==> src/hdl/rj_pkg.sv <==
// rj_pkg: shared types and constants for the radar Jacobian unit.
// No dependencies.
`timescale 1ns / 1ps
package rj_pkg;

    localparam int unsigned DATA_W  = 32;
    localparam int unsigned WIDE_W  = 64;
    localparam int unsigned DEN_W   = 96;
    localparam int unsigned NUM_W   = 128;
    localparam int unsigned N_TERMS = 6;
    localparam int unsigned Q_DEPTH = 2;

    typedef struct packed {
        logic [DATA_W-1:0] pm;
        logic [DATA_W-1:0] qm;
        logic [DATA_W-1:0] vxm;
        logic [DATA_W-1:0] vym;
        logic              p_neg;
        logic              q_neg;
        logic              vx_neg;
        logic              vy_neg;
        logic              zero;
    } item_t;

    typedef enum logic [2:0] {
        ST_IDLE,
        ST_MUL,
        ST_SQRT,
        ST_PROD,
        ST_DLOAD,
        ST_DITER,
        ST_DPACK,
        ST_EMIT
    } back_state_t;

    localparam logic [2:0] TERM_RHO_X  = 3'd0;
    localparam logic [2:0] TERM_RHO_Y  = 3'd1;
    localparam logic [2:0] TERM_PHI_X  = 3'd2;
    localparam logic [2:0] TERM_PHI_Y  = 3'd3;
    localparam logic [2:0] TERM_RATE_X = 3'd4;
    localparam logic [2:0] TERM_RATE_Y = 3'd5;

endpackage

==> src/hdl/rj_front.sv <==
// rj_front: takes a state vector apart into signs and magnitudes and flags zero range.
// Depends on rj_pkg.
`timescale 1ns / 1ps
module rj_front
(
    input  logic signed [rj_pkg::DATA_W-1:0] pos_x,
    input  logic signed [rj_pkg::DATA_W-1:0] pos_y,
    input  logic signed [rj_pkg::DATA_W-1:0] vel_x,
    input  logic signed [rj_pkg::DATA_W-1:0] vel_y,
    output rj_pkg::item_t                    item
);

    function automatic logic [rj_pkg::DATA_W-1:0] mag(input logic [rj_pkg::DATA_W-1:0] v);
        mag = v[rj_pkg::DATA_W-1] ? (~v + 1'b1) : v;
    endfunction

    always_comb
    begin
        item.pm     = mag(pos_x);
        item.qm     = mag(pos_y);
        item.vxm    = mag(vel_x);
        item.vym    = mag(vel_y);
        item.p_neg  = pos_x[rj_pkg::DATA_W-1];
        item.q_neg  = pos_y[rj_pkg::DATA_W-1];
        item.vx_neg = vel_x[rj_pkg::DATA_W-1];
        item.vy_neg = vel_y[rj_pkg::DATA_W-1];
        item.zero   = (pos_x == '0) && (pos_y == '0);
    end

endmodule

==> config.mk <==
export PLATFORM = sky130hd
export DESIGN_NAME = rj_front
export DESIGN_NICKNAME = d
export VERILOG_FILES = /design/src/hdl/rj_pkg.sv /design/src/hdl/rj_front.sv
export SDC_FILE = /design/constraint.sdc
export NUM_CORES = 1
export LEC_CHECK = 0
export ABC_CLOCK_PERIOD_IN_PS = 3200
export BUFFER_PORTS_ARGS = -buffer_cell sky130_fd_sc_hd__buf_2
export CAP_MARGIN = 20
export CORE_AREA = 2 2 102 104
export DETAILED_ROUTE_END_ITERATION = 8
export DIE_AREA = 0 0 104 106
export MAX_ROUTING_LAYER = met4
export SYNTH_ARGS = -nofsm -noshare
export SYNTH_HDL_FRONTEND = slang
export SYNTH_SLANG_ARGS = --single-unit
==> constraint.sdc <==
create_clock -name vclk -period 3.2
set_input_delay 0.64 -clock vclk [all_inputs]
set_output_delay 0.64 -clock vclk [all_outputs]
set_load 0.01 [all_outputs]
==> results, run 1 <==
- The critical path required time is 2.56 ns.
- The core region is 0.0100 sq mm.
- For the worst setup path, the data arrival time is 2.49 ns.
- The remaining global-route overflow is 0.
- Using the TritonRoute via totals, the vias-per-cell ratio works out to 5.06.
- The setup path with the least slack is of type in2out.
- For the pin with the worst max-slew slack, the measured transition is 0.581 ns.
- The worst pin sits at a relative slew slack of 60.9%.
- The DRC violations left is 0.
- The proportion of netlist area held by the largest area contributor is 34.8%.
- Cells with a size suffix above 1 make up 46.0% of the layout.
- The utilization of the core after routing is 43.1%.
- The largest family of logic cells by synthesized area is XOR/XNOR gates.
- The count of port buffers added during placement is 261.
- The post-CTS setup repair buffer count is 0.
- The startpoint class of the critical path is an input pin.
- The count of synthesis-stage warnings from yosys is 0.
- The detailed-routed wire length on met2 is 5530 microns.
- The final RePlAce weighted congestion is 0.899.
- The initial core utilization is 27.9%.
- Of the total synthesized cell area, the portion taken by XOR and XNOR cells is 36.4%.
- The highest-delay cell along the critical path is or4_4.
- There are 0 flip-flops and latches.
- Once detail routing completed, the nets flagged for antenna violations numbered 0.
- The cell area that synthesis handed to floorplanning was 0.00279 sq mm.
- For this block, wires on met1 add up to 4260 microns.
- The number of cells produced by synthesis is 400.
- At the end of the flow, the number of nets in the layout was 791.
- In this run, distinct cell masters in the synthesized netlist total 37.
- The stage delay of the slowest cell on the critical path is 0.55 ns.
- The wire length of the first global-routing pass is 16900 microns.
- The routed length on met3 is 581 microns.
- Walking the worst path, the cells encountered are buf_2 -> or4_4 -> or4_4 -> o41ai_2 -> xnor2_1 -> buf_2.
- The most critical setup path has its startpoint at pos_x[27].
- The run finished with clean final reports.
- The die is 106 microns tall.
- The count of endpoints failing hold in the final timing report is 0.
- Dividing the synthesized area by the synthesized cell count gives 6.98 sq um.
- The final-report max-slew violation count is 0.
- The placed wire-length estimate after detailed placement is 8960 microns.
- Timing would allow up to 319 MHz.
- The dominant cell type by area after synthesis is xnor2_1.
- In this run the worst path has a maximum fanout of 4.
- When the netlist entered floorplanning its net count stood at 532.
- After synthesis, the most frequently instantiated cells are xnor2_1, o41ai_1, nand2_1.
- The count of TritonRoute iterations in the first routing pass is 5.
- Setup violations remaining at the end of the flow were counted as 0.
- The routed wire length is 10500 microns.
- Registers take 0 sq um.
- The fraction of the mapped netlist area in adder cells is 1.79%.
- The cell leakage power is 1.81 nW.
- The die is 104 microns wide.
- In the post-synthesis netlist, the cell with the most instances is xnor2_1.
- For this design the top-level I/O count stands at 261.
- In this run the power density over the cells is 154 mW/mm^2.
- The worst path uses 97.8% of the clock period.
- Entering global routing, the biggest net connects 35 pins.
- The post-synthesis compound-gate area fraction is 26.5%.
- Max-cap violations in this run came to 0.
- Of the total synthesized cell area, the portion taken by AND, OR, NAND and NOR gates is 28.4%.
- IR analysis of the VDD net gives a maximum drop of 0.0595 mV.
- The initial antenna violation count was 0.
- The clock buffer count in the final layout is 0.
- The worst hold path begins at vel_y[0].
- The worst hold path terminates at item[5].
- The combined global-route utilization of all metal layers is 17.5%.
- The smallest clock period supported by the final layout is computed as 3.13 ns.
- The share of the Yosys chip area taken by registers is 0%.
- Yosys attributes the largest share of cell area to xnor2_1, o41ai_1, o31ai_1.
- The setup TNS is 0 ns.
- The number of antenna repair diodes is 0.
- Setup repair after global routing left no endpoint under its margin.
- The relative area change from synthesis to final layout is 54.2%.
- The number of stages on the worst hold path is 2.
- The overall via count from detail_route is 4014.
- The routed wire length per instance is 13.3 microns.
- The type of the most critical hold path is in2out.
- The number of global-route vias before repair came to 3780.
- The floorplan has 37 rows.
- The area enclosed by the die boundary is 0.0110 sq mm.
- The portion of netlist area occupied by mux cells is 0%.
- STA classifies the critical path endpoint as an output port.
- Routed signal wires occupy layers up through met4.
- In this run, the number of DRC markers left after iteration 0 of detailed routing was 163.
[per-stage QoR]
stage / hold slack [ns] / power [mW] / worst slack, ns / instances / area [sq um]
after floorplan: 1.33 / 0.343 / 0.343 / 400 / 2790
after global placement: 1.52 / 0.660 / 0.104 / 793 / 4290
after detailed placement: 1.52 / 0.664 / 0.0648 / 793 / 4290
after CTS: 1.53 / 0.667 / 0.0628 / 793 / 4290
after global routing: 1.54 / 0.721 / 0.00261 / 793 / 4310
final: 1.53 / 0.663 / 0.0690 / 793 / 4310
[area by class of cell]
cell class                 instances  area [sq um]
timing repair buffer             283          1470
tap                              136           170
fill                            1039          5690
multi-input combinational        360          2610
inverter                          14          52.6
[power by group]
group          leakage, nW  switching [mW]  total, mW  internal, mW
clock                    0               0          0             0
combinational         1.81           0.355      0.663         0.308
sequential               0               0          0             0
total                 1.81           0.355      0.663         0.308
[cell usage in the layout, fill, tap and decap left out, types with 11 or more instances in the layout]
cell type / instances
buf_4: 22
nor2_1: 15
o41ai_1: 32
nor4_1: 16
o21ai_0: 31
nor3_1: 11
o31ai_1: 30
buf_2: 261
nand2_1: 33
inv_1: 14
xnor2_1: 111
[critical path, delay by kind of cell]
family,cells,cell delay [ns]
buf+inv,2,0.25
compound gates,1,0.40
xor+xnor,1,0.15
simple gates,2,1.05
[per-layer routing]
metal / global-route usage [%] / up-vias
met5: - / -
met4: 3.38 / 0
met3: 1.41 / 14
met2: 33.9 / 156
met1: 19.8 / 1835
li1: - / 2009
[cell families (layout without fill, tap and decap cells)]
logic type,count (synthesis),in the layout
fa+ha+maj,4,4
compound gates,102,102
simple gates,138,138
xor+xnor,116,116
buf+inv,40,297
[worst max path at each step]
| stage | endpoint | slack [ns] |
|---|---|---|
| final | item[131] | 0.07 |
| after global routing | item[124] | 0.003 |
| after global placement | item[131] | 0.10 |
| after floorplan | item[131] | 0.34 |
| after detailed placement | item[131] | 0.06 |
| after CTS | item[131] | 0.06 |
[repair_timing]
action,CTS,global route
gates resized for setup,0,2
endpoints found under the setup margin,0,2
hold buffers,0,0
Note: power is estimated with default switching activity, not from simulation.
==> run 2: changes to the inputs <==
--- a/config.mk
+++ b/config.mk
@@ -11,6 +11,7 @@
 export CORE_AREA = 2 2 102 104
 export DETAILED_ROUTE_END_ITERATION = 8
 export DIE_AREA = 0 0 104 106
+export GPL_TIMING_DRIVEN = 0
 export MAX_ROUTING_LAYER = met4
 export SYNTH_ARGS = -nofsm -noshare
 export SYNTH_HDL_FRONTEND = slang
==> constraint.sdc (replaced) <==
create_clock -name vclk -period 3.2
set_input_delay 0.48 -clock vclk [all_inputs]
set_output_delay 0.48 -clock vclk [all_outputs]
set_load 0.01 [all_outputs]
==> results, run 2 (synthesized netlist as in run 1, its figures left out) <==
- The run finished with clean final reports.
- The final-report max-slew violation count is 0.
- For this run, design rule violations remaining after detail routing come to 0.
- Before antenna repair, the detailed router went through 4 iterations.
- Setup violations remaining at the end of the flow were counted as 0.
- Setup repair after global routing left no endpoint under its margin.
- For the worst setup path, the data required time is 2.72 ns.
- The type of the most critical hold path is in2out.
- The most used cell along the critical path is buf_2.
- Max-cap violations in this run came to 0.
- The overall via count from detail_route is 4023.
- The remaining global-route overflow is 0.
- For the finished layout, the period the worst path requires is 2.96 ns.
- The layout has 1063 filler cells.
- The sort of element at the end of the critical path is an output port.
- Measured against its own limit, the worst slew margin works out to 47.7%.
- The data arrival at the endpoint of the critical path is 2.48 ns.
- The number of global-route vias before repair is 3712.
- Registers are responsible for 0% of the overall power.
- The slowest stage of the critical path is the nor4_1 cell.
- The relative area change from synthesis to final layout is 52.7%.
- Of the total power, the share spent switching nets is 53.8%.
- For this configuration, the core starts out at a cell density of 27.9%.
- The clock buffer count in the final layout is 0.
- The worst setup path is launched from an input pin.
- The net switching component of the power is 0.362 mW.
- Timing would allow up to 337 MHz.
- The global-route track usage on met2 is 33.0%.
- The peak supply drop is 0.0629 mV.
- The initial antenna violation count is 0.
- The share of total power dissipated in the clock network is 0%.
- The routed design has 11000 microns of wire.
- After the last flow step, the layout net total stands at 793.
- The critical path goes through buf_2 -> nor4_1 -> nand4b_1 -> clkbuf_1 -> o41ai_1 -> xnor2_1 -> buf_2.
- The slew at the pin closest to its max-slew limit is 0.777 ns.
- Summed over all nets, the half-perimeter wirelength after detailed placement is 9420 microns.
- The wire length of the first global-routing pass is 17300 microns.
- After routing, the total negative slack on setup checks comes to 0 ns.
- The congestion estimate from routability-driven global placement came to 0.916.
- The global routing usage on met1 is 23.0%.
- The most heavily used metal layer in global routing is met2.
- The largest fanout on the critical path is 10.
- The floorplan has 37 rows.
- Dividing the detail-routed wire length by the instance count gives 13.8 microns.
- The cell internal power dissipation is 0.311 mW.
- The maximum number of pins on one net before global-route repair is 11.
- Summing all flip-flop and latch instances after layout gives 0 sq um.
- For this run, global-route usage on met3 was measured as 1.10%.
- The portion of total power attributed to combinational logic is 100.0%.
- Leaving out fill and tap cells, the most frequent cells in the layout are buf_2, xnor2_1, o41ai_1, nand2_1, o21ai_0.
- Global routing used 18.4% of the available tracks.
- The core region is 0.0100 sq mm.
- The die covers 0.0110 sq mm.
- The most frequent standard cell in the layout excluding fill and tap cells is buf_2.
- After the first detailed-routing iteration, the DRC count stood at 138.
- The power per standard cell area is 158 mW/mm^2.
- The design has 0 sequential cells.
- The final critical-path setup slack is 0.236 ns.
- The kind of cell adding the most delay to the critical path is simple AND/OR/NAND/NOR gates.
- The largest single stage delay on the critical path is 0.59 ns.
- The per-cell via count in the routed design is 5.06.
- Together, buffers and inverters on the worst path number 3.
- After layout, the worst path uses 92.6% of the clock period.
- The count of antenna-violating nets left after detailed routing is 0.
- Buffers placed on the I/O ports in this run total 259.
- OpenSTA, run right after detailed placement, puts the worst setup slack at 0.186 ns.
- The worst setup path category is in2out.
- The number of antenna diodes in the final layout is 0.
- The count of endpoints failing hold in the final timing report is 0.
- The die outline width is 104 microns.
- The cell leakage power is 1.76 nW.
- The post-route netlist has 43.6% of its cells at a drive strength greater than 1.
- The die is 106 microns tall.
- The number of primary I/O pins is 261.
-- run 2: power groups by stage --
stage	clock network, mW	logic (mW)	registers (mW)
floorplan	0	0.343	0
global placement	0	0.670	0
detailed placement	0	0.674	0
CTS	0	0.677	0
global route	0	0.729	0
finish	0	0.673	0
-- run 2: final cells by class --
cell class / instances / area [sq um] / share of cell area (%)
timing repair buffer: 259 / 1300 / 30.4
inverter: 14 / 52.6 / 1.23
tap: 136 / 170 / 3.99
multi-input combinational: 360 / 2600 / 61.0
buffer: 26 / 143 / 3.34
-- run 2: final timing paths --
| path | from | endpoint | slack [ns] | cells after the start |
|---|---|---|---|---|
| worst max-delay path | vel_x[10] | item[54] | 0.24 | 7 |
| worst min-delay path | pos_x[31] | item[4] | 1.14 | 2 |
-- run 2: what timing repair did --
item | CTS | global route
resized for setup | 0 | 1
buffers inserted | 0 | 0
endpoints found under the hold margin | 0 | 0
hold buffers | 0 | 0
endpoints found under the setup margin | 0 | 1
-- run 2: layer usage --
metal  vias to the layer above  wire (microns)
met5                         -               0
met4                         0             213
met3                        19             615
met2                       162            5450
met1                      1825            4730
li1                       2017               -
-- run 2: stage by stage --
| step | util, % | area [sq um] | hold slack (ns) | power (mW) | std cells |
|---|---|---|---|---|---|
| floorplan | - | 2790 | 1.01 | 0.343 | 400 |
| global placement | 42.6 | 4260 | 1.15 | 0.670 | 795 |
| detailed placement | 42.6 | 4260 | 1.14 | 0.674 | 795 |
| CTS | 42.6 | 4260 | 1.14 | 0.677 | 795 |
| global route | 42.7 | 4270 | 1.15 | 0.729 | 795 |
| finish | 42.7 | 4270 | 1.14 | 0.673 | 795 |
