<file path="src/hdl/rj_pkg.sv">
// rj_pkg: shared types and constants for the radar Jacobian unit.
// No dependencies.
`timescale 1ns / 1ps
package rj_pkg;

    localparam int unsigned DATA_W  = 32;
    localparam int unsigned WIDE_W  = 64;
    localparam int unsigned DEN_W   = 96;
    localparam int unsigned NUM_W   = 128;
    localparam int unsigned N_TERMS = 6;
    localparam int unsigned Q_DEPTH = 2;

    typedef struct packed {
        logic [DATA_W-1:0] pm;
        logic [DATA_W-1:0] qm;
        logic [DATA_W-1:0] vxm;
        logic [DATA_W-1:0] vym;
        logic              p_neg;
        logic              q_neg;
        logic              vx_neg;
        logic              vy_neg;
        logic              zero;
    } item_t;

    typedef enum logic [2:0] {
        ST_IDLE,
        ST_MUL,
        ST_SQRT,
        ST_PROD,
        ST_DLOAD,
        ST_DITER,
        ST_DPACK,
        ST_EMIT
    } back_state_t;

    localparam logic [2:0] TERM_RHO_X  = 3'd0;
    localparam logic [2:0] TERM_RHO_Y  = 3'd1;
    localparam logic [2:0] TERM_PHI_X  = 3'd2;
    localparam logic [2:0] TERM_PHI_Y  = 3'd3;
    localparam logic [2:0] TERM_RATE_X = 3'd4;
    localparam logic [2:0] TERM_RATE_Y = 3'd5;

endpackage

</file>
<file path="src/hdl/rj_queue.sv">
// rj_queue: two-entry queue between the front and back parts.
// Depends on rj_pkg.
`timescale 1ns / 1ps
module rj_queue
(
    input  logic          clk,
    input  logic          rst_n,
    input  logic          push,
    input  rj_pkg::item_t push_item,
    output logic          full,
    input  logic          pop,
    output logic          valid,
    output rj_pkg::item_t head
);

    rj_pkg::item_t mem [rj_pkg::Q_DEPTH];
    logic       wr_ptr_reg;
    logic       rd_ptr_reg;
    logic [1:0] count_reg;

    always_ff @(posedge clk)
    begin
        if (push)
        begin
            mem[wr_ptr_reg] <= push_item;
        end
    end

    always_ff @(posedge clk or negedge rst_n)
    begin
        if (!rst_n)
        begin
            wr_ptr_reg <= 1'b0;
            rd_ptr_reg <= 1'b0;
            count_reg  <= 2'd0;
        end
        else
        begin
            if (push)
            begin
                wr_ptr_reg <= ~wr_ptr_reg;
            end
            if (pop)
            begin
                rd_ptr_reg <= ~rd_ptr_reg;
            end
            if (push && !pop)
            begin
                count_reg <= count_reg + 2'd1;
            end
            else if (pop && !push)
            begin
                count_reg <= count_reg - 2'd1;
            end
        end
    end

    assign full  = (count_reg == 2'(rj_pkg::Q_DEPTH));
    assign valid = (count_reg != 2'd0);
    assign head  = mem[rd_ptr_reg];

endmodule

</file>
<file path="config.mk">
export PLATFORM = sky130hd
export DESIGN_NAME = rj_queue
export DESIGN_NICKNAME = d
export VERILOG_FILES = /design/src/hdl/rj_pkg.sv /design/src/hdl/rj_queue.sv
export SDC_FILE = /design/constraint.sdc
export NUM_CORES = 1
export LEC_CHECK = 0
export ABC_CLOCK_PERIOD_IN_PS = 7750
export BUFFER_PORTS_ARGS = -buffer_cell sky130_fd_sc_hd__buf_4
export CORE_AREA = 2 2 193 195
export DETAILED_ROUTE_END_ITERATION = 6
export DIE_AREA = 0 0 195 197
export PLACE_DENSITY_LB_ADDON = 0.08
export SLEW_MARGIN = 20
export SYNTH_ARGS = -nofsm -noshare
export SYNTH_HDL_FRONTEND = slang
export SYNTH_SLANG_ARGS = --single-unit
export TNS_END_PERCENT = 50
</file>
<file path="constraint.sdc">
create_clock -name clk -period 7.75 [get_ports clk]
set_input_delay 0.775 -clock clk [delete_from_list [all_inputs] [get_ports clk]]
set_output_delay 0.775 -clock clk [all_outputs]
set_load 0.005 [all_outputs]
</file>
==> results.toml, run 1 <==
[placement]
place.gp.congestion = 0.722
hpwl_mm = 14.9
pre_cts_slack_ps = 4650
port_buffers = 271

[detailed_routing]
drc = 0
dr.first_iter.drc_count = 192
firstDrtPassIters = 4
drt-total-wl_mm = 22.5
antenna_left = 0
dr_total_vias = 5016
viasPerCell = 4.11
routedWlPerCell_um = 18.5

[yosys]
synth_cells = 430
synth_warnings = 0
ys_types = 14
synth_nets = 568
synth_area_per_cell_sq_um = 23.3
syn_area_sq_mm = 0.0100
synth.ff_latch_count = 270
seq_area_frac_synth_pct = 80.7

[layout]
diodes = 0
fin_nets = 865
nFillCells = 3439
post-route-util_pct = 37.5
areaGrowthSynthToFinish_pct = 35.7
layout-drive-gt1-share_pct = 60.8
largest_register_ffs = 266

[clock_network]
cts_hold_buf = 1
clock-sinks = 270
cts_tree = "done"
post_cts_buffers = 0
clockRootBuffer = "clkbuf_16"
htree_levels = 1
ctsResizeCount = 0
clockBufferDepth = 3
clk_pin_slew_ps = 60
numCtsBuffers = 31
clkLatencyLatePin_ps = 560

[pwr]
vdd_drop_max_uv = 173
total_power_w = 0.00487
p_leak_nw = 5.21
power_density_mw_per_mm2 = 358

[setup_path]
cp.arrival_ps = 2870
worstReg2RegEnd = "mem[1][131]"
critPathSlowestCell = "dfrtp_4"
crit_chain = "buf_4, mux2_2, buf_4"
end_kind = "output pin"
startpoint_type = "flop"
crit_top_cell = "buf_4"
cp.required_ps = 6970
crit_type = "reg2out"
rrSetupSlack_ps = 5690
critPathMaxStageDelay_ps = 840
reg2reg_from = "wr_ptr_reg"
worstPathMaxFanout = 57
reg2regPathDepth = 2

[global_route]
grt_pass1_wl_mm = 33.2
first_global_vias = 5414
grt_remaining_overflow = 0
antenna_found_initial = 2
grt_start_max_net_pins = 58
grtUsageTotal_pct = 11.3

[min_path]
holdPathStages = 1
min_from = "push_item[56]"
hp-class = "in2reg"
whs_endpoint = "mem[1][56]"

[job]
maxCapViolCount = 0

[floorplanning]
core_sq_mm = 0.0363
fp.dieW_um = 195
fp.dieH_um = 197
num_io_pins = 272
placementRows = 70
dieArea_sq_mm = 0.0384
start_util_pct = 27.6

[timing]
report.final.slew_viol_count = 0
fin_tns_setup_ps = 0
finalWorstSetupSlack_ps = 4110
final-hold-violation-count = 0
finalSetupViolCount = 0
timing.fmax_mhz = 275
period_minus_slack_ps = 3640
rsz0062_at_grt = "no"
slew_headroom_pct = 43.7
finalClockSkew_ps = 21.2
period_share_pct = 47.0
tightest_slew_ps = 844

[outcome]
status = "finished, final reports clean"
-- metal layers --
layer	up-vias	GRT usage (%)	share of wire [%]
met5	-	0	0.12
met4	4	3.22	2.5
met3	41	4.67	9.5
met2	194	17.6	45
met1	2463	14.5	43
li1	2314	-	-
-- synth_stat cells --
| cell | n | area, sq um |
|---|---|---|
| buf_2 | 7 | 35.0 |
| xor2_1 | 4 | 35.0 |
| ha_1 | 1 | 12.5 |
| inv_1 | 1 | 3.75 |
| mux2_2 | 73 | 822 |
| edfxtp_1 | 266 | 7990 |
| xnor2_1 | 1 | 8.76 |
| nor2_1 | 1 | 3.75 |
| and2_1 | 1 | 6.26 |
| dfrtp_1 | 4 | 100 |
| buf_6 | 8 | 90.1 |
| mux2_4 | 60 | 901 |
| nor2b_1 | 2 | 12.5 |
| or2_2 | 1 | 6.26 |
-- final cells by class --
type                            instances  area [sq um]  area share [%]
Tap cell                              468           586            4.30
Sequential cell                       270          8090            59.5
Multi-Input combinational cell        144          1820            13.4
Clock inverter                         15           146            1.08
Inverter                                1          3.75          0.0276
Clock buffer                           43           841            6.18
Timing Repair Buffer                  279          2120            15.6
-- through the flow --
| stage | hold WS (ps) | std cells | instance area (sq um) |
|---|---|---|---|
| after global routing | 353 | 1220 | 13600 |
| after CTS | 351 | 1219 | 13600 |
| after global placement | 467 | 1160 | 12600 |
| after floorplan | 447 | 430 | 10000 |
| final | 395 | 1220 | 13600 |
| after detailed placement | 479 | 1160 | 12600 |
-- placed cells by master, fill, tap and decap left out, drive strengths merged --
| master | n |
|---|---|
| or2 | 1 |
| xor2 | 4 |
| clkbuf | 43 |
| bufinv | 3 |
| dfrtp | 4 |
| nor2 | 1 |
| dlygate4sd3 | 1 |
| nor2b | 2 |
| xnor2 | 1 |
| and2 | 1 |
| buf | 278 |
| ha | 1 |
| mux2 | 133 |
| clkinv | 11 |
| edfxtp | 266 |
| inv | 2 |
-- cell families after synthesis --
logic type / count (synthesis) / share of synthesized area [%]
adders and majority gates: 1 / 0.125
muxes: 133 / 17.2
buffers and inverters: 16 / 1.29
xor gates and xnor gates: 5 / 0.437
and+or+nand+nor: 5 / 0.287
DFF: 270 / 80.7
-- critical path: cells and delay by family, from the launching register on --
family | cells | cell delay, ps
flops | 1 | 840
mux | 1 | 450
buf+inv | 2 | 870
-- power by group --
part	leakage, nW	switching (W)	total, W	internal [W]
Sequential	2.54	0.000113	0.00205	0.00194
Combinational	2.18	0.000596	0.00141	0.000815
Clock	0.484	0.000558	0.00141	0.000850
Total	5.21	0.00127	0.00487	0.00360
-- how the worst max path moves through the flow --
stage,startpoint,end,slack (ps),cells past startpoint
after floorplan,push,mem[0][0],570,1
after global placement,rd_ptr_reg,head[121],4670,3
after detailed placement,rd_ptr_reg,head[121],4650,3
after CTS,rd_ptr_reg,head[121],4020,3
after global routing,rd_ptr_reg,head[121],3910,3
final,rd_ptr_reg,head[121],4110,3
Note: power is estimated with default switching activity, not from simulation.
==> run 2, diff against run 1 <==
Settings changed: ABC_CLOCK_PERIOD_IN_PS 7750 to 3200.
Clock period 7.75 ns to 3.2 ns, I/O delays scaled along.
==> results.toml, run 2 (same netlist as run 1, synthesis figures left out) <==
[detailed_routing]
firstDrtPassIters = 4
drt-total-wl_mm = 22.2
viasPerCell = 4.07
routedWlPerCell_um = 16.5
dr.first_iter.drc_count = 159
drc = 0
dr_total_vias = 5492
antenna_left = 0

[layout]
post-route-util_pct = 41.0
final_area_sq_mm = 0.0149
layout-drive-gt1-share_pct = 51.5
register_area_sq_mm = 0.00809
multi_input_comb_area_sq_mm = 0.00182
largest_register_ffs = 266
diodes = 0
mostFrequentLayoutCells = "buf_4, edfxtp_1, dlygate4sd3_1, mux2_2, mux2_4"
final_common_cell = "buf_4"
fin_nets = 999
nFillCells = 3333
areaGrowthSynthToFinish_pct = 48.4

[min_path]
hp-class = "in2async"

[outcome]
status = "finished, final reports clean"

[setup_path]
end_kind = "output pin"
cp.required_ps = 2880
crit_type = "reg2out"
startpoint_type = "flop"
worstPathMaxFanout = 77
cp.arrival_ps = 2010

[clock_network]
cts_hold_buf = 136
post_cts_buffers = 0
clockBufferDepth = 3
htree_levels = 1
cts_tree = "done"
ctsResizeCount = 0
clkLatencyLatePin_ps = 550
clock-sinks = 270
clockRootBuffer = "clkbuf_16"
clk_pin_slew_ps = 60
numCtsBuffers = 31

[pwr]
p_leak_nw = 5.72
power_density_mw_per_mm2 = 780
vdd_drop_max_uv = 458
total_power_w = 0.0116

[floorplanning]
start_util_pct = 27.6
num_io_pins = 272
placementRows = 70
fp.dieH_um = 197
dieArea_sq_mm = 0.0384
fp.dieW_um = 195
core_sq_mm = 0.0363

[global_route]
grt_start_max_net_pins = 78
grt_remaining_overflow = 0
antenna_found_initial = 1
first_global_vias = 6127
grtUsageTotal_pct = 11.3
grt_pass1_wl_mm = 34.0

[timing]
final-hold-violation-count = 0
period_share_pct = 72.8
period_minus_slack_ps = 2330
tightest_slew_ps = 825
finalWorstSetupSlack_ps = 872
finalSetupViolCount = 0
timing.fmax_mhz = 430
slew_headroom_pct = 45.0
report.final.slew_viol_count = 0
fin_tns_setup_ps = 0
rsz0062_at_grt = "no"
finalClockSkew_ps = 18.3

[job]
maxCapViolCount = 0

[placement]
hpwl_mm = 14.2
dpl_cell_area_sq_mm = 0.0126
pre_cts_slack_ps = 1410
place.gp.congestion = 0.714
port_buffers = 271
## run 2: cell count changes in the layout (fill, tap and decap cells not counted), sizes merged
cell and delta:
buf -1, bufinv -3, clkbuf -7, clkinv +3, clkinvlp +3, dlygate4sd3 +135
## run 2: report_power, final
group / total, W / internal (W) / switching, W / leakage, nW
Sequential: 0.00487 / 0.00470 / 0.000169 / 2.54
Combinational: 0.00368 / 0.00211 / 0.00157 / 2.75
Clock: 0.00306 / 0.00175 / 0.00130 / 0.427
## run 2: worst max-delay path: stages, from the launching register on
cell     delay [ps]
dfrtp_4         440
buf_12          370
mux2_2          410
buf_4           140
## run 2: per-stage QoR
step | cells | hold slack (ps)
detailed placement | 1160 | 124
global route | 1350 | 125
finish | 1350 | 140
CTS | 1350 | 95.3
global placement | 1160 | 120
floorplan | 430 | 24.4
## run 2: cell type report
cell class | instances | share of cell area, %
inverters | 1 | 0.0252
clock buffers | 36 | 5.34
clock inverters | 18 | 0.606
flip-flops and latches | 270 | 54.4
repair buffers | 413 | 23.5
well taps | 468 | 3.94
multi-input cells | 144 | 12.2
## run 2: routing by layer
metal,part of all wire (%),GRT usage [%]
met5,0.072,0
met1,44,14.7
met4,1.6,2.69
met2,46,18.3
met3,8.5,3.61
## run 2: path summary, 6_finish.rpt
check	from	endpoint	slack, ps	cells after the start
setup / recovery	rd_ptr_reg	head[14]	870	3
hold / removal	rst_n	count_reg[1]	140	2
setup reg to reg	wr_ptr_reg	mem[1][100]	1430	2
max in group asynchronous	rst_n	rd_ptr_reg	2940	2
min in group clk	push_item[42]	mem[1][42]	490	2
hold reg to reg	count_reg[1]	count_reg[1]	490	1
==> run 3, diff against run 2 <==
Settings changed: ABC_AREA from default to 1, ABC_CLOCK_PERIOD_IN_PS 3200 to 2270.
Clock period 3.2 ns to 2.27 ns, I/O delays scaled along.
==> results.toml, run 3 <==
[global_route]
grt_pass1_wl_mm = 33.9
grt_start_max_net_pins = 76
first_global_vias = 6149
antenna_found_initial = 0
grt_remaining_overflow = 0
grtUsageTotal_pct = 11.2

[layout]
largest_register_ffs = 266
multi_input_comb_area_sq_mm = 0.00181
diodes = 0
final_common_cell = "buf_4"
nFillCells = 3371
register_area_sq_mm = 0.00809
stdcell_count = 1367
fin_nets = 1015
layout-drive-gt1-share_pct = 51.7
areaGrowthSynthToFinish_pct = 49.7
mostFrequentLayoutCells = "buf_4, edfxtp_1, dlygate4sd3_1, mux2_2, mux2_4"

[setup_path]
critPathSlowestCell = "dfrtp_4"
cp.required_ps = 2040
rrSetupSlack_ps = 860
reg2reg_from = "wr_ptr_reg"
crit_chain = "buf_16, mux2_2, buf_4"
critPathMaxStageDelay_ps = 560
crit_buf_inv = 2
crit_cells = 3
reg2regPathDepth = 2
worstReg2RegEnd = "mem[0][111]"
worstPathMaxFanout = 45
end_kind = "output pin"
crit_type = "reg2out"
crit_family = "flip-flops"
startpoint_type = "flop"
cp.arrival_ps = 1950

[detailed_routing]
viasPerCell = 4.04
firstDrtPassIters = 4
routedWlPerCell_um = 16.2
drc = 0
drt-total-wl_mm = 22.1
dr.first_iter.drc_count = 184
antenna_left = 0
dr_total_vias = 5520

[yosys]
synth_area_leaders = "edfxtp_1, mux2_4, mux2_2"
synth_nets = 577
async_flop_share_pct = 1.48
synth.ff_latch_count = 270
synth_edf_count = 266
synth_top_area_cell = "edfxtp_1"
synth_warnings = 0
syn_area_sq_mm = 0.0100
synth_area_per_cell_sq_um = 22.9
synth-main-ff-cell = "edfxtp_1"
ys_types = 14
yosys-top-cells-count = "edfxtp_1, mux2_2, mux2_4"
synth_cells = 439
synthMostInstantiatedCell = "edfxtp_1"
seq_area_frac_synth_pct = 80.5
synth_top_area_share_pct = 79.5

[floorplanning]
num_io_pins = 272
fp.dieH_um = 197
dieArea_sq_mm = 0.0384
start_util_pct = 27.7
fp.dieW_um = 195
placementRows = 70
core_sq_mm = 0.0363

[pwr]
power_density_mw_per_mm2 = 1110
p_leak_nw = 5.81
total_power_w = 0.0167
vdd_drop_max_uv = 732

[job]
maxCapViolCount = 0

[placement]
dp.cells = 1171
hpwl_mm = 14.1
pre_cts_slack_ps = 589
port_buffers = 271
place.gp.congestion = 0.680

[timing]
worst_hold_slack_ps = 40.5
timing.fmax_mhz = 460
slew_headroom_pct = 68.5
finalSetupViolCount = 0
fin_tns_setup_ps = 0
final-hold-violation-count = 0
tightest_slew_ps = 473
period_share_pct = 95.7
finalWorstSetupSlack_ps = 97.8
finalClockSkew_ps = 7.25
report.final.slew_viol_count = 0
period_minus_slack_ps = 2170
rsz0062_at_grt = "no"

[min_path]
hp-class = "in2async"

[clock_network]
numCtsBuffers = 31
clkLatencyLatePin_ps = 540
clockRootBuffer = "clkbuf_16"
clock-sinks = 270
htree_levels = 1
cts_tree = "done"
clk_pin_slew_ps = 60
clockBufferDepth = 3

[outcome]
status = "finished, final reports clean"
run 3: cell families after synthesis:
| group | count (synthesis) | share of synthesized area, % |
|---|---|---|
| xor gates and xnor gates | 3 | 0.262 |
| DFF | 270 | 80.5 |
| adders and majority gates | 1 | 0.125 |
| and+or+nand+nor | 10 | 0.411 |
| buffers and inverters | 22 | 1.51 |
| muxes | 133 | 17.2 |
run 3: metrics by stage:
stage	utilization (%)	cell area [sq um]
floorplan	-	10100
global placement	35.0	12700
detailed placement	35.0	12700
CTS	41.3	15000
global route	41.5	15000
finish	41.5	15000
run 3: timing repair:
item,in CTS,in global routing
hold buffers,136,0
setup buffers,0,5
setup endpoints to repair,1,46
hold endpoints to repair,272,0
pin swaps,0,0
gates resized for setup,1,1
run 3: worst max path at each step:
stage | start | end | slack (ps)
floorplan | wr_ptr_reg | mem[1][0] | -580
global route | rd_ptr_reg | head[34] | 10
detailed placement | rd_ptr_reg | head[49] | 590
CTS | rd_ptr_reg | head[34] | -8
finish | rd_ptr_reg | head[54] | 100
global placement | rd_ptr_reg | head[49] | 600
run 3: final cells by class:
cell class | count | share of cell area [%]
multi-input cells | 147 | 12.1
clock buffers | 34 | 5.24
well taps | 468 | 3.90
clock inverters | 21 | 0.857
inverters | 7 | 0.200
repair buffers | 420 | 23.9
flip-flops and latches | 270 | 53.8
run 3: per-layer routing:
metal	global-route usage [%]	wire length (um)	up-vias	share of wire, %
li1	-	-	2611	-
met4	2.91	379	0	1.7
met5	0	0	-	0
met2	18.7	10400	191	47
met1	14.1	9530	2691	43
met3	3.59	1770	27	8.0
run 3: power by group:
part	total, W	switching (W)	internal (W)
combinational	0.00533	0.00223	0.00310
clock	0.00446	0.00188	0.00258
sequential	0.00688	0.000265	0.00662
